File: src/design/stxfr_pkg.sv
// Package for the STX/ETX command framer: payload structs, the queued job
// record, protocol characters and the command digit helpers.
// No dependencies.
`timescale 1ns / 1ps
`default_nettype none

package stxfr_pkg;

    // protocol characters
    localparam logic [7:0] CH_STX   = 8'h02;
    localparam logic [7:0] CH_ETX   = 8'h03;
    localparam logic [7:0] CH_COMMA = 8'h2C;
    localparam logic [7:0] CH_ZERO  = 8'h30;
    localparam logic [7:0] CSUM_MASK = 8'h7F;
    localparam logic [7:0] CSUM_SET  = 8'h40;

    // default depth of the job queue between front and back
    localparam int QUEUE_DEPTH_DEF = 4;

    // byte slots of one job, in transmit order
    localparam int NUM_STEPS = 10;
    localparam logic [3:0] STEP_STX    = 4'd0;
    localparam logic [3:0] STEP_PORT   = 4'd1;
    localparam logic [3:0] STEP_COMMA1 = 4'd2;
    localparam logic [3:0] STEP_TENS   = 4'd3;
    localparam logic [3:0] STEP_ONES   = 4'd4;
    localparam logic [3:0] STEP_COMMA2 = 4'd5;
    localparam logic [3:0] STEP_ARG    = 4'd6;
    localparam logic [3:0] STEP_COMMA3 = 4'd7;
    localparam logic [3:0] STEP_CSUM   = 4'd8;
    localparam logic [3:0] STEP_ETX    = 4'd9;

    typedef struct packed {
        logic [3:0] port_digit;
        logic [6:0] command;
        logic [7:0] arg_byte;
        logic       first_item;
        logic       last_item;
        logic       has_argument;
    } in_item_t;

    typedef struct packed {
        logic [7:0] out_byte;
        logic       frame_done;
    } out_item_t;

    // one classified item: which byte groups to send and their values
    typedef struct packed {
        logic       send_header;
        logic       send_arg;
        logic       send_comma;
        logic       send_trailer;
        logic [7:0] port_ch;
        logic [7:0] tens_ch;
        logic [7:0] ones_ch;
        logic [7:0] arg_byte;
        logic [7:0] csum;
    } job_t;

    // command reduced below 100
    function automatic logic [6:0] cmd_mod100(input logic [6:0] c);
        logic [6:0] v;
        v = (c >= 7'd100) ? (c - 7'd100) : c;
        return v;
    endfunction

    // tens digit of a value below 100, by independent threshold compares
    function automatic logic [3:0] dec_tens(input logic [6:0] v);
        logic [3:0] t;
        t = 4'd0;
        for (int k = 1; k < 10; k++) begin
            if (v >= 7'(10 * k)) begin
                t = 4'(k);
            end
        end
        return t;
    endfunction

    // ones digit of a value below 100, given its tens digit
    function automatic logic [3:0] dec_ones(input logic [6:0] v, input logic [3:0] t);
        logic [6:0] r;
        r = v - ({3'd0, t} * 7'd10);
        return r[3:0];
    endfunction

endpackage

`default_nettype wire

File: src/design/stx_etx_command_framer.sv
// Top level of the STX/ETX command framer: front end, job queue and byte
// sequencer. Depends on stxfr_pkg, stxfr_front, stxfr_queue, stxfr_back.
`timescale 1ns / 1ps
`default_nettype none

// Builds ASCII command frames: STX, port digit, comma, two command digits,
// comma, optional argument bytes, a comma if there was an argument, the
// checksum and ETX. Each input transfer carries one item; it yields 0 to 10
// output bytes, and frame_done marks the last byte of that item. An item is
// accepted whenever the job queue (QUEUE_DEPTH entries) has room, so a
// stream of argument bytes moves at one item per cycle. The output side
// sends one byte per cycle from its output register while result_ready is
// high; the header (6 bytes) and trailer (2 or 3 bytes) are absorbed by the
// queue while argument items keep arriving. An accepted item passes through
// a queue slot, the job register and then the output register.
module stx_etx_command_framer #(
    parameter int QUEUE_DEPTH = stxfr_pkg::QUEUE_DEPTH_DEF
) (
    input  wire logic                 clk,
    input  wire logic                 rst_n,
    input  wire logic                 item_valid,
    output logic                      item_ready,
    input  wire stxfr_pkg::in_item_t  item,
    output logic                      result_valid,
    input  wire logic                 result_ready,
    output stxfr_pkg::out_item_t      result
);
    import stxfr_pkg::*;

    // front to queue
    logic push;
    job_t push_job;

    // queue to back
    job_t head_job;
    logic queue_full;
    logic queue_empty;
    logic pop;

    // classify each item and track the frame checksum
    stxfr_front u_front (
        .clk        (clk),
        .rst_n      (rst_n),
        .item_valid (item_valid),
        .item_ready (item_ready),
        .item       (item),
        .queue_full (queue_full),
        .push       (push),
        .push_job   (push_job)
    );

    // hold jobs until the sequencer is free
    stxfr_queue #(
        .DEPTH (QUEUE_DEPTH)
    ) u_queue (
        .clk      (clk),
        .rst_n    (rst_n),
        .push     (push),
        .push_job (push_job),
        .pop      (pop),
        .head_job (head_job),
        .full     (queue_full),
        .empty    (queue_empty)
    );

    // advance through the byte slots of each job, one transfer per cycle unless stalled
    stxfr_back u_back (
        .clk          (clk),
        .rst_n        (rst_n),
        .queue_empty  (queue_empty),
        .head_job     (head_job),
        .pop          (pop),
        .result_valid (result_valid),
        .result_ready (result_ready),
        .result       (result)
    );

endmodule

`default_nettype wire

File: src/design/stxfr_front.sv
// Front end of the framer: accepts input items, keeps the frame checksum
// and argument mode, and builds one job per byte-emitting item. Uses stxfr_pkg.
`timescale 1ns / 1ps
`default_nettype none

module stxfr_front (
    input  wire logic               clk,
    input  wire logic               rst_n,
    input  wire logic               item_valid,
    output logic                    item_ready,
    input  wire stxfr_pkg::in_item_t item,
    input  wire logic               queue_full,
    output logic                    push,
    output stxfr_pkg::job_t         push_job
);
    import stxfr_pkg::*;

    logic [7:0] running_sum_reg, running_sum_next;
    logic       argument_mode_reg, argument_mode_next;

    logic       accept;
    logic [6:0] cmd_v;
    logic [3:0] port_v;
    logic [3:0] tens_d, ones_d;
    logic [7:0] tens_ch, ones_ch;
    logic [7:0] sum_base, sum_arg, csum_raw;
    logic       mode_cur, emit_arg;

    assign item_ready = !queue_full;
    assign accept     = item_valid && item_ready;

    always_comb
    begin
        port_v   = (item.port_digit >= 4'd10) ? (item.port_digit - 4'd10) : item.port_digit;
        cmd_v    = cmd_mod100(item.command);
        tens_d   = dec_tens(cmd_v);
        ones_d   = dec_ones(cmd_v, tens_d);
        tens_ch  = CH_ZERO + {4'd0, tens_d};
        ones_ch  = CH_ZERO + {4'd0, ones_d};

        // a new frame restarts the sum from the command digits and comma
        sum_base = item.first_item ? (tens_ch + ones_ch + CH_COMMA) : running_sum_reg;
        mode_cur = item.first_item ? item.has_argument : argument_mode_reg;
        emit_arg = item.has_argument && mode_cur;
        sum_arg  = sum_base + (emit_arg ? item.arg_byte : 8'd0);
        csum_raw = 8'd0 - sum_arg;

        push_job.send_header  = item.first_item;
        push_job.send_arg     = emit_arg;
        push_job.send_comma   = item.last_item && mode_cur;
        push_job.send_trailer = item.last_item;
        push_job.port_ch      = CH_ZERO + {4'd0, port_v};
        push_job.tens_ch      = tens_ch;
        push_job.ones_ch      = ones_ch;
        push_job.arg_byte     = item.arg_byte;
        push_job.csum         = (csum_raw & CSUM_MASK) | CSUM_SET;

        // drop items that emit nothing
        push = accept && (item.first_item || emit_arg || item.last_item);

        running_sum_next   = running_sum_reg;
        argument_mode_next = argument_mode_reg;
        if (accept)
        begin
            running_sum_next   = item.last_item ? 8'd0 : sum_arg;
            argument_mode_next = item.last_item ? 1'b0 : mode_cur;
        end
    end

    always_ff @(posedge clk or negedge rst_n)
    begin
        if (!rst_n)
        begin
            running_sum_reg   <= 8'd0;
            argument_mode_reg <= 1'b0;
        end
        else
        begin
            running_sum_reg   <= running_sum_next;
            argument_mode_reg <= argument_mode_next;
        end
    end

endmodule

`default_nettype wire

File: src/design/stxfr_queue.sv
// Small job queue that decouples the framer front end from the byte
// sequencer. Uses stxfr_pkg for the job record.
`timescale 1ns / 1ps
`default_nettype none

module stxfr_queue #(
    parameter int DEPTH = stxfr_pkg::QUEUE_DEPTH_DEF
) (
    input  wire logic            clk,
    input  wire logic            rst_n,
    input  wire logic            push,
    input  wire stxfr_pkg::job_t push_job,
    input  wire logic            pop,
    output stxfr_pkg::job_t      head_job,
    output logic                 full,
    output logic                 empty
);
    import stxfr_pkg::*;

    localparam int PTR_W = (DEPTH > 1) ? $clog2(DEPTH) : 1;
    localparam int CNT_W = $clog2(DEPTH + 1);
    localparam logic [PTR_W-1:0] PTR_LAST = PTR_W'(DEPTH - 1);
    localparam logic [CNT_W-1:0] CNT_FULL = CNT_W'(DEPTH);

    job_t             slots_reg [DEPTH];
    logic [PTR_W-1:0] wr_ptr_reg, wr_ptr_next;
    logic [PTR_W-1:0] rd_ptr_reg, rd_ptr_next;
    logic [CNT_W-1:0] count_reg, count_next;
    logic             do_push, do_pop;

    assign full     = (count_reg == CNT_FULL);
    assign empty    = (count_reg == '0);
    assign do_push  = push && !full;
    assign do_pop   = pop && !empty;
    assign head_job = slots_reg[rd_ptr_reg];

    always_comb
    begin
        wr_ptr_next = wr_ptr_reg;
        rd_ptr_next = rd_ptr_reg;
        count_next  = count_reg;
        if (do_push)
        begin
            wr_ptr_next = (wr_ptr_reg == PTR_LAST) ? '0 : wr_ptr_reg + 1'b1;
        end
        if (do_pop)
        begin
            rd_ptr_next = (rd_ptr_reg == PTR_LAST) ? '0 : rd_ptr_reg + 1'b1;
        end
        if (do_push && !do_pop)
        begin
            count_next = count_reg + 1'b1;
        end
        else if (do_pop && !do_push)
        begin
            count_next = count_reg - 1'b1;
        end
    end

    always_ff @(posedge clk)
    begin
        if (do_push)
        begin
            slots_reg[wr_ptr_reg] <= push_job;
        end
    end

    always_ff @(posedge clk or negedge rst_n)
    begin
        if (!rst_n)
        begin
            wr_ptr_reg <= '0;
            rd_ptr_reg <= '0;
            count_reg  <= '0;
        end
        else
        begin
            wr_ptr_reg <= wr_ptr_next;
            rd_ptr_reg <= rd_ptr_next;
            count_reg  <= count_next;
        end
    end

endmodule

`default_nettype wire

File: src/design/stxfr_back.sv
// Back end of the framer: takes jobs from the queue and sends their bytes
// one per cycle through an output register unless stalled. Uses stxfr_pkg.
`timescale 1ns / 1ps
`default_nettype none

module stxfr_back (
    input  wire logic            clk,
    input  wire logic            rst_n,
    input  wire logic            queue_empty,
    input  wire stxfr_pkg::job_t head_job,
    output logic                 pop,
    output logic                 result_valid,
    input  wire logic            result_ready,
    output stxfr_pkg::out_item_t result
);
    import stxfr_pkg::*;

    job_t                 job_reg, job_next;
    logic [NUM_STEPS-1:0] pend_reg, pend_next;
    logic                 out_valid_reg, out_valid_next;
    out_item_t            out_reg, out_next;

    logic                 active, emit, last_byte;
    logic [3:0]           step;
    logic [NUM_STEPS-1:0] pend_left;
    logic [7:0]           cur_byte;

    assign active       = (pend_reg != '0);
    assign emit         = active && (!out_valid_reg || result_ready);
    assign result_valid = out_valid_reg;
    assign result       = out_reg;

    always_comb
    begin
        // lowest pending slot is the next byte to send
        step = STEP_STX;
        for (int i = NUM_STEPS - 1; i >= 0; i--)
        begin
            if (pend_reg[i])
            begin
                step = 4'(i);
            end
        end
        pend_left = pend_reg & ~(NUM_STEPS'(1) << step);
        last_byte = (pend_left == '0);

        case (step)
            STEP_STX:    cur_byte = CH_STX;
            STEP_PORT:   cur_byte = job_reg.port_ch;
            STEP_COMMA1: cur_byte = CH_COMMA;
            STEP_TENS:   cur_byte = job_reg.tens_ch;
            STEP_ONES:   cur_byte = job_reg.ones_ch;
            STEP_COMMA2: cur_byte = CH_COMMA;
            STEP_ARG:    cur_byte = job_reg.arg_byte;
            STEP_COMMA3: cur_byte = CH_COMMA;
            STEP_CSUM:   cur_byte = job_reg.csum;
            STEP_ETX:    cur_byte = CH_ETX;
            default:     cur_byte = CH_ETX;
        endcase

        // load the next job when idle or as the current one sends its last byte
        pop = !queue_empty && (!active || (emit && last_byte));

        job_next  = job_reg;
        pend_next = pend_reg;
        if (emit)
        begin
            pend_next = pend_left;
        end
        if (pop)
        begin
            job_next  = head_job;
            pend_next = {head_job.send_trailer, head_job.send_trailer,
                         head_job.send_comma, head_job.send_arg,
                         {6{head_job.send_header}}};
        end

        out_valid_next = out_valid_reg;
        out_next       = out_reg;
        if (emit)
        begin
            out_valid_next      = 1'b1;
            out_next.out_byte   = cur_byte;
            out_next.frame_done = last_byte;
        end
        else if (result_ready)
        begin
            out_valid_next = 1'b0;
        end
    end

    always_ff @(posedge clk)
    begin
        job_reg <= job_next;
        out_reg <= out_next;
    end

    always_ff @(posedge clk or negedge rst_n)
    begin
        if (!rst_n)
        begin
            pend_reg      <= '0;
            out_valid_reg <= 1'b0;
        end
        else
        begin
            pend_reg      <= pend_next;
            out_valid_reg <= out_valid_next;
        end
    end

endmodule

`default_nettype wire
File: config.mk
export PLATFORM = sky130hd
export DESIGN_NAME = stx_etx_command_framer
export DESIGN_NICKNAME = d
export VERILOG_FILES = /design/src/design/stxfr_pkg.sv /design/src/design/stx_etx_command_framer.sv /design/src/design/stxfr_front.sv /design/src/design/stxfr_queue.sv /design/src/design/stxfr_back.sv
export SDC_FILE = /design/constraint.sdc
export NUM_CORES = 1
export LEC_CHECK = 0
export BUFFER_PORTS_ARGS = -buffer_cell sky130_fd_sc_hd__buf_2
export CORE_UTILIZATION = 41
export DETAILED_ROUTE_END_ITERATION = 16
export GPL_TIMING_DRIVEN = 0
export SLEW_MARGIN = 20
export SYNTH_ARGS = -nofsm -noshare
export SYNTH_HDL_FRONTEND = slang
export SYNTH_SLANG_ARGS = --single-unit
File: constraint.sdc
create_clock -name clk -period 5.6 [get_ports clk]
set_input_delay 0.28 -clock clk [delete_from_list [all_inputs] [get_ports clk]]
set_output_delay 0.28 -clock clk [all_outputs]
set_load 0.02 [all_outputs]
## Word-level counts from Yosys, hierarchy flattened

Memories as Yosys holds them, arrays and structs flattened.
Cells that the tools add are included.

- Magnitude comparators: 11
- Multipliers: 1
- $add $sub $neg: 14
- Multiplexer cells: 37
- Reductions and logical operators: 29
- Bitwise gates (word level): 2
- Equal/unequal tests: 11
- Shifts and indexed selects: 1

Operators with widths:

| kind | number |
|---|---|
| 4-bit 2-to-1 mux | 19 |
| 8-bit one-hot mux with 7 select lines | 1 |
| 7-bit greater-or-equal comparator (second input constant) | 4 |
| 8-bit 2-to-1 mux | 3 |
| 6-bit by 4-bit adder with 7-bit output (first input constant) | 3 |
| 7-bit by 6-bit greater-or-equal comparator with 1-bit output (second input constant) | 3 |
| 10-bit 2-to-1 mux | 2 |
| 8-bit adder | 2 |
| 4-bit by 3-bit equality test with 1-bit output (second input constant) | 4 |
| 7-bit by 5-bit greater-or-equal comparator with 1-bit output (second input constant) | 2 |
| 1-bit logical AND | 11 |
| 10-bit bitwise AND | 1 |
| 10-bit zero test | 1 |
| 10-bit inverter | 1 |
| 10-bit nonzero test | 1 |
| 1-bit by 4-bit << shifter with 10-bit output (first input constant) | 1 |
| 8-bit by 6-bit adder with 8-bit output (second input constant) | 1 |
| 4-bit by 2-bit equality test with 1-bit output (second input constant) | 2 |
| 7-bit by 4-bit greater-or-equal comparator with 1-bit output (second input constant) | 1 |
| 1-bit 2-to-1 mux | 7 |
| 7-bit 2-to-1 mux | 1 |
| 7-bit subtractor (second input constant) | 1 |
| 1-bit zero test | 6 |
| 3-bit 2-to-1 mux | 2 |
| other kinds (18) | 26 |

- Bits in registers: 76
- Memories: 1
- Bits in writable memories: 156
- Bits of input ports: 26
- Output and inout bits: 11
- Word-level logic and storage cells: 121

Memories:

| name | depth | width | rd ports | clocked after memory_dff | wr ports | line | text |
|---|---|---|---|---|---|---|---|
| u_queue.slots_reg | 4 | 39 | 1 | 0 | 1 | stxfr_queue.sv:25 | `job_t slots_reg [DEPTH];` |

## Logic depth before layout (Yosys ltp)

Gate-level depths: netlist of the first run.

- Depth in word-level cells: 21
- Gate-level depth with buffers: 26
- Depth with buffers taken out: 26

## Hierarchy

Synthesis of the first run repeated with hierarchy kept, for this count alone.

- Cells, all modules: 670
- Area, all modules: 11083.1 um^2

By module, submodules not included:

| module | instances | area each (um^2) | cells each | seq. area each (um^2) |
|---|---|---|---|---|
| stxfr_queue | 1 | 6789.0 | 267 | 5460.2 |
| stxfr_back | 1 | 2611.3 | 187 | 1746.7 |
| stxfr_front | 1 | 1682.9 | 216 | 175.2 |

## Worst setup path before layout of the first run

No wires, ideal clock.

- Path type: input to register
- Start: input item[13] in the netlist's numbering
- End: memory u_queue.slots_reg[0][5] in the netlist's numbering (data pin)
- Slack: 0.476 ns
- Arrival: 4.848 ns
- Path buffers: 0
- Stages on the path: 20
- Required time: 5.324 ns
- Cell sequence: inv_1 > ha_1 > a311oi_4 > mux2_2 > a221oi_2 > o22a_2 > ha_1 > inv_1 > fa_1 > inv_1 > ha_1 > inv_1 > fa_1 > mux2_2 > ha_1 > a21oi_1 > o21bai_1 > a21oi_1 > xnor2_1 > xnor2_1

RTL lines:

| what | line | text |
|---|---|---|
| from (decl) | stx_etx_command_framer.sv:23 | `input wire stxfr_pkg::in_item_t item,` |
| to (decl) | stxfr_queue.sv:25 |  |

==> metrics.md, run 1 <==
| Metric | Value |
|---|---|
| Clock H-tree levels | `4` |
| Yosys Warn Count | `0` |
| Non-Filler Instances | `~850` |
| Synth area leaders | `edfxtp_1 (58%), mux4_2 (8.5%), dfrtp_1 (7.8%)` |
| Hold crit path type | `in -> reg` |
| CTS clk-pin slew, worst paths | `~0.070 ns` |
| Residual DRC count | `0` |
| Worst-Margin Slew | `1.04 ns` |
| Clk buf depth | `2` |
| EDFF count, synth | `155` |
| Placed cell area | `between 8000 and 9000 um^2` |
| Sequential area share after synthesis | `about 66%` |
| CP Data Required Time | `5.75 ns` |
| Final setup TNS | `0 ns` |
| Core area | `about 19,000 um^2` |
| GRT Total Usage | `between 15 and 20%` |
| Via-per-instance ratio | `approximately 5.2` |
| Chip Width | `approximately 140 um` |
| CTS Buf Count | `17` |
| Largest net degree at the start of global routing | `34` |
| DR pass1 iterations | `4` |
| Cells after DPL | `between 800 and 900` |
| Post-Syn Area | `between 7000 and 8000 um^2` |
| Initial antenna violation count | `0` |
| DIE AREA | `approximately 20,000 um^2` |
| Async SR Flop Fraction | `13.9%` |
| Syn Area/Cell | `about 15 um^2` |
| Final setup fails | `0` |
| First-pass GRT wire length | `~25 mm` |
| CTS tree | `built` |
| DRT antenna net count | `0` |
| Syn Inst Count | `515` |
| RD Place Congestion | `around 0.85` |
| Setup CP Type | `in -> reg` |
| Clock Latency Late Sink | `0.43 ns` |
| Avg WL per Cell | `around 19 um` |
| P_leak | `roughly 3.3 nW` |
| Yosys top cell area share | `approximately 60%` |
| Vias in the first global route | `~4,600` |
| Max_slew headroom | `between 30% and 40%` |
| Max-slew violation count | `0` |
| Yosys top cell by area | `edfxtp_1` |
| Root Driver | `clkbuf_16` |
| Rows | `50` |
| Startpoint Class | `input pin` |
| Status | `finished clean` |
| #FFs+latches synth | `180` |
| Most used flip-flop cell after synthesis | `edfxtp_1` |
| Initial Utilization | `between 40% and 50%` |
| Final Cell Area | `9120 um^2` |
| Fill cells | `1,667` |
| Worst Clk Skew | `~0.0076 ns` |
| Clock sink total | `180` |
| Die height | `approximately 140 um` |
| Nets | `roughly 630` |
| Final Hold Vio Count | `0` |
| Distinct cells, synth | `just under 60` |
| I/O pin cnt | `37` |
| DRT Wirelength | `15.7 mm` |
| Share of cells above drive strength 1 | `a little over a fifth` |
| DPL Wire Length | `about 11 mm` |
| Syn-to-layout area delta | `14.3%` |
| Final min period | `roughly 5.2 ns` |
| Max reg flops | `between 100 and 150` |
| RSZ-0062 raised after global routing | `no` |
| Detailed router's first-iteration violation count | `239` |
| Min Hold Slack | `between 0.07 and 0.08 ns` |
| Arrival time at the worst endpoint | `between 5 and 6 ns` |
| N_diodes | `0` |
| Worst VDD drop | `about 220 uV` |
| Maxcap violations | `0` |
| Synthesized Nets | `about 570` |
| Gr ovfl total | `0` |
| Fin crit share | `approximately 93%` |
| Achievable Freq | `about 0.19 GHz` |
| Vias | `4,413` |
| Post-cts resize count | `0` |
| I/O Buffers | `35` |
| Power per cell area | `approximately 540 nW/um^2` |
| Crit-path max FO | `8` |
| Crit end category | `flop` |
## cells in the final DEF (no fill, tap or decap), types with 5 or more instances in the layout
cell / n
o31ai_1: 7
nor3_1: 7
dfrtp_1: 25
mux4_2: 30
inv_1: 25
buf_2: 36
mux2_2: 5
and2_1: 10
clkbuf_1: 13
o21ai_0: 17
a22o_1: 6
a21oi_1: 20
nor2_1: 32
clkbuf_16: 17
o21a_1: 6
nand3_1: 7
edfxtp_1: 155
ha_1: 23
xnor2_1: 16
nand2_1: 42
xor2_1: 6
## area by class of cell
type / instances / area (um^2) / share of cell area (%)
sequential: 180 / 5280 / 57.9
multi-input combinational: 292 / 2520 / 27.7
clock buffer: 21 / 440 / 4.83
tap: 260 / 325 / 3.57
timing repair buffer: 42 / 280 / 3.07
inverter: 25 / 93.8 / 1.03
clock inverter: 11 / 86.3 / 0.947
buffer: 18 / 86.3 / 0.947
## power by group
group	switching, W	total, W	internal, W
logic	0.00105	0.00178	0.000731
clock network	0.000472	0.00108	0.000606
registers	0.000131	0.00210	0.00197
## stage by stage
step,util (%),worst slack (ns),total power [W]
after CTS,48.1,0.239,0.00500
after floorplan,-,0.476,0.00337
after global placement,44.8,-0.0838,0.00386
after detailed placement,45.3,-0.198,0.00393
after global routing,48.3,0.0505,0.00526
final,48.3,0.364,0.00496
## synth_stat cells (all sizes together) (6+ instances only)
cell type	instances
clkbuf	10
nor3	9
nand3	7
nor2	32
nand2	43
mux2	7
dfrtp	25
and2	14
inv	25
edfxtp	155
o21ai	19
ha	23
a22o	6
buf	8
o21a	6
xnor2	16
o31ai	7
a21oi	21
xor2	6
mux4	30
## metal layers
layer,part of all wire [%],wire [um],global-route usage [%]
met1,44,6910,21.4
met2,51,7970,29.1
met3,3.4,542,3.88
met4,2.0,313,6.11
met5,0,0,0
## worst max-delay path, cell delays in order
cell	delay, ns
buf_2	0.12
inv_1	0.05
ha_1	0.32
a311oi_4	0.37
mux2_2	0.40
a221oi_2	0.24
o22a_2	0.30
ha_1	0.18
inv_1	0.05
fa_1	0.60
inv_1	0.07
ha_1	0.28
inv_1	0.07
fa_1	0.49
mux2_2	0.28
ha_1	0.34
a21oi_1	0.30
o21bai_1	0.11
a21oi_1	0.19
xnor2_1	0.20
xnor2_1	0.17
## worst paths after layout
path,from,end,slack [ns],depth (start not counted)
worst max-delay path,item[13],u_queue.slots_reg[0][5],0.36,21
worst min-delay path,item[1],u_queue.slots_reg[0][35],0.07,1
worst max register to register,u_back.pend_reg[4],u_queue.count_reg[1],2.12,11
worst min register to register,u_front.running_sum_reg[0],u_front.running_sum_reg[0],0.48,2
max in group asynchronous,rst_n,u_front.argument_mode_reg,4.76,2
min in group asynchronous,rst_n,u_back.pend_reg[3],0.42,2
## cell families (layout without fill, tap and decap cells)
group                      count (synthesis)  count (layout)  share of synthesized area (%)
AOI/OAI and AO/OA                         81              81                           7.34
xor gates and xnor gates                  22              22                           2.42
adders and majority gates                 28              28                           4.74
buffers and inverters                     43             117                           2.24
DFF                                      180             180                           66.2
muxes                                     40              40                           9.84
and+or+nand+nor                          121             121                           7.19
## timing repair
action	CTS	global route
setup endpoints to repair	0	8
buffers inserted	0	2
endpoints found under the hold margin	25	0
hold buffers	1	0
Power figures use the tool's default switching activity.
==> run 2, diff against run 1 <==
CORE_UTILIZATION = 30   (was 41)
==> run 2 against run 1 <==
  * Routed wire length down 0.82%
  * Non-clock buffer count down 2
  * Largest power group unchanged
  * Register-to-register slack better by 0.10 ns
  * Die area up 36%
  * Cell count up 8.6%
  * Via count up 0.68%
  * Clock-buffer cell count down 4
  * Clock skew up 0.00096 ns
  * Worst hold slack better by 0.0068 ns
  * Power up 4.4%
  * Worst setup slack worse by 0.080 ns
  * Flip-flop and latch count unchanged
==> metrics.md, run 2 (synthesis results as in run 1) <==
| Metric | Value |
|---|---|
| Cells after DPL | `889` |
| Setup Fix Bufs, Post-CTS | `0` |
| DR pass1 iterations | `4` |
| Fill cells | `roughly 2,500` |
| Clock Latency Late Sink | `between 0.4 and 0.5 ns` |
| Worst hold path cell count | `1` |
| Crit-path max FO | `8` |
| CP Data Required Time | `5.76 ns` |
| Commonest non-fill, non-tap cells in the layout | `edfxtp_1 (155), nand2_1 (42), buf_2 (36)` |
| Slowest stage cell on the critical path | `fa_1` |
| Detailed router's first-iteration violation count | `between 200 and 300` |
| Hold crit path type | `in -> reg` |
| CTS Buf Count | `17` |
| Non-Filler Instances | `about 920` |
| Worst Reg2Reg Path Length in Cells | `11` |
| P_leak | `between 3 and 4 nW` |
| Clock H-tree levels | `4` |
| Residual DRC count | `0` |
| Root Driver | `clkbuf_16` |
| Syn-to-layout area delta | `17.2%` |
| GRT Total Usage | `approximately 12%` |
| Finished Core Util | `35.9%` |
| Clk buf depth | `2` |
| Crit path cell chain | `buf_2 -> inv_1 -> ha_1 -> a311oi_4 -> mux2_2 -> a221oi_2 -> o22a_2 -> ha_1 -> inv_1 -> fa_1 -> inv_1 -> ha_1 -> inv_1 -> fa_1 -> mux2_2 -> ha_1 -> a21oi_2 -> o21bai_1 -> a21oi_1 -> xnor2_2 -> xnor2_2` |
| Fin crit share | `a little over nine tenths` |
| Power per cell area | `554 nW/um^2` |
| Nets | `approximately 630` |
| Max-slew violation count | `0` |
| Reg area | `5280 um^2` |
| Worst Slack Setup Final | `between 0.2 and 0.3 ns` |
| Die height | `around 170 um` |
| Rows | `approximately 60` |
| R2R setup slack | `roughly 2.2 ns` |
| I/O pin cnt | `37` |
| Maxcap violations | `0` |
| Gr ovfl total | `0` |
| Worst VDD drop | `between 200 and 250 uV` |
| Status | `finished clean` |
| WHS Endpoint | `u_queue.slots_reg[1][12]` |
| First-pass GRT wire length | `approximately 25 mm` |
| DP Worst Slack | `-0.348 ns` |
| Final Hold Vio Count | `0` |
| Clock sink total | `180` |
| Startpoint Class | `input pin` |
| Avg WL per Cell | `16.9 um` |
| Final min period | `5.32 ns` |
| Achievable Freq | `between 0.15 and 0.2 GHz` |
| Vias in the first global route | `roughly 4,600` |
| Final setup fails | `0` |
| RSZ-0062 raised after global routing | `no` |
| Area of the multi-input gates | `2550 um^2` |
| Initial antenna violation count | `1` |
| Initial Utilization | `between 30% and 40%` |
| Arrival time at the worst endpoint | `about 5.5 ns` |
| RD Place Congestion | `roughly 0.89` |
| Worst-Margin Slew | `approximately 0.95 ns` |
| Setup CP Type | `in -> reg` |
| DRT Wirelength | `between 15 and 20 mm` |
| Via-per-instance ratio | `just under 5` |
| Largest net degree at the start of global routing | `34` |
| DRT antenna net count | `0` |
| Most common cell after layout, fill and taps aside | `edfxtp_1` |
| Max_slew headroom | `between 30% and 40%` |
| CTS tree | `built` |
| CTS clk-pin slew, worst paths | `about 0.06 ns` |
| Final setup TNS | `0 ns` |
| N_diodes | `0` |
| Min-delay src | `item[9]` |
| DPL Wire Length | `approximately 11 mm` |
| DIE AREA | `27,200 um^2` |
| Max incr delay on CP | `between 0.5 and 0.6 ns` |
| Chip Width | `about 170 um` |
| FF-to-FF End | `u_queue.count_reg[1]` |
| Worst R2R Start | `u_back.pend_reg[4]` |
| Core area | `26,100 um^2` |
| Worst Clk Skew | `between 0.008 and 0.009 ns` |
| Crit end category | `flop` |
| Share of cells above drive strength 1 | `23.0%` |
| I/O Buffers | `35` |
| Vias | `approximately 4,400` |
| Max reg flops | `120` |
run 2: per-stage QoR:
step | cell area, um^2 | total power [W] | hold slack [ns]
final | 9350 | 0.00518 | 0.0801
after global routing | 9350 | 0.00547 | 0.0656
after CTS | 9310 | 0.00521 | 0.0544
after detailed placement | 8650 | 0.00391 | 0.343
after global placement | 8570 | 0.00383 | 0.335
after floorplan | 7970 | 0.00337 | -0.0156
run 2: area by class of cell:
type / count / area share, %
Buffer: 18 / 0.910
Clock buffer: 17 / 4.55
Clock inverter: 15 / 2.42
Inverter: 25 / 1.00
Multi-Input combinational cell: 292 / 27.3
Sequential cell: 180 / 56.5
Tap cell: 335 / 4.49
Timing Repair Buffer: 40 / 2.84
run 2: timing repair:
| action | CTS | global route |
|---|---|---|
| hold buffers | 1 | 0 |
| endpoints found under the hold margin | 25 | 0 |
| endpoints found under the setup margin | 0 | 8 |
| resized for setup | 0 | 4 |
run 2: worst max path at each step:
stage / startpoint / endpoint / slack (ns) / depth (start not counted)
after floorplan: item[13] / u_queue.slots_reg[0][5] / 0.48 / 20
after global placement: item[13] / u_queue.slots_reg[0][5] / -0.11 / 21
after detailed placement: item[13] / u_queue.slots_reg[2][5] / -0.35 / 21
after CTS: item[13] / u_queue.slots_reg[3][5] / 0.09 / 21
after global routing: item[13] / u_queue.slots_reg[0][5] / 0.009 / 21
final: item[13] / u_queue.slots_reg[3][5] / 0.28 / 21
run 2: per-layer routing:
layer	wire length [um]	vias to the layer above	GRT usage (%)
met5	10	-	0
met4	178	2	3.42
met3	718	23	3.24
met2	7920	107	21.6
met1	6790	2239	15.0
li1	-	2072	-
run 2: critical path, delay by kind of cell:
family          cells  cell delay (ns)
xor+xnor            2             0.36
fa+ha+maj           6             2.20
mux                 2             0.69
compound gates      6             1.56
buf+inv             5             0.36
run 2: report_power, final:
| part | total [W] | internal, W | leakage (nW) | switching [W] |
|---|---|---|---|---|
| combinational | 0.00178 | 0.000742 | 1.32 | 0.00104 |
| sequential | 0.00210 | 0.00197 | 1.74 | 0.000135 |
| clock | 0.00130 | 0.000797 | 0.316 | 0.000499 |
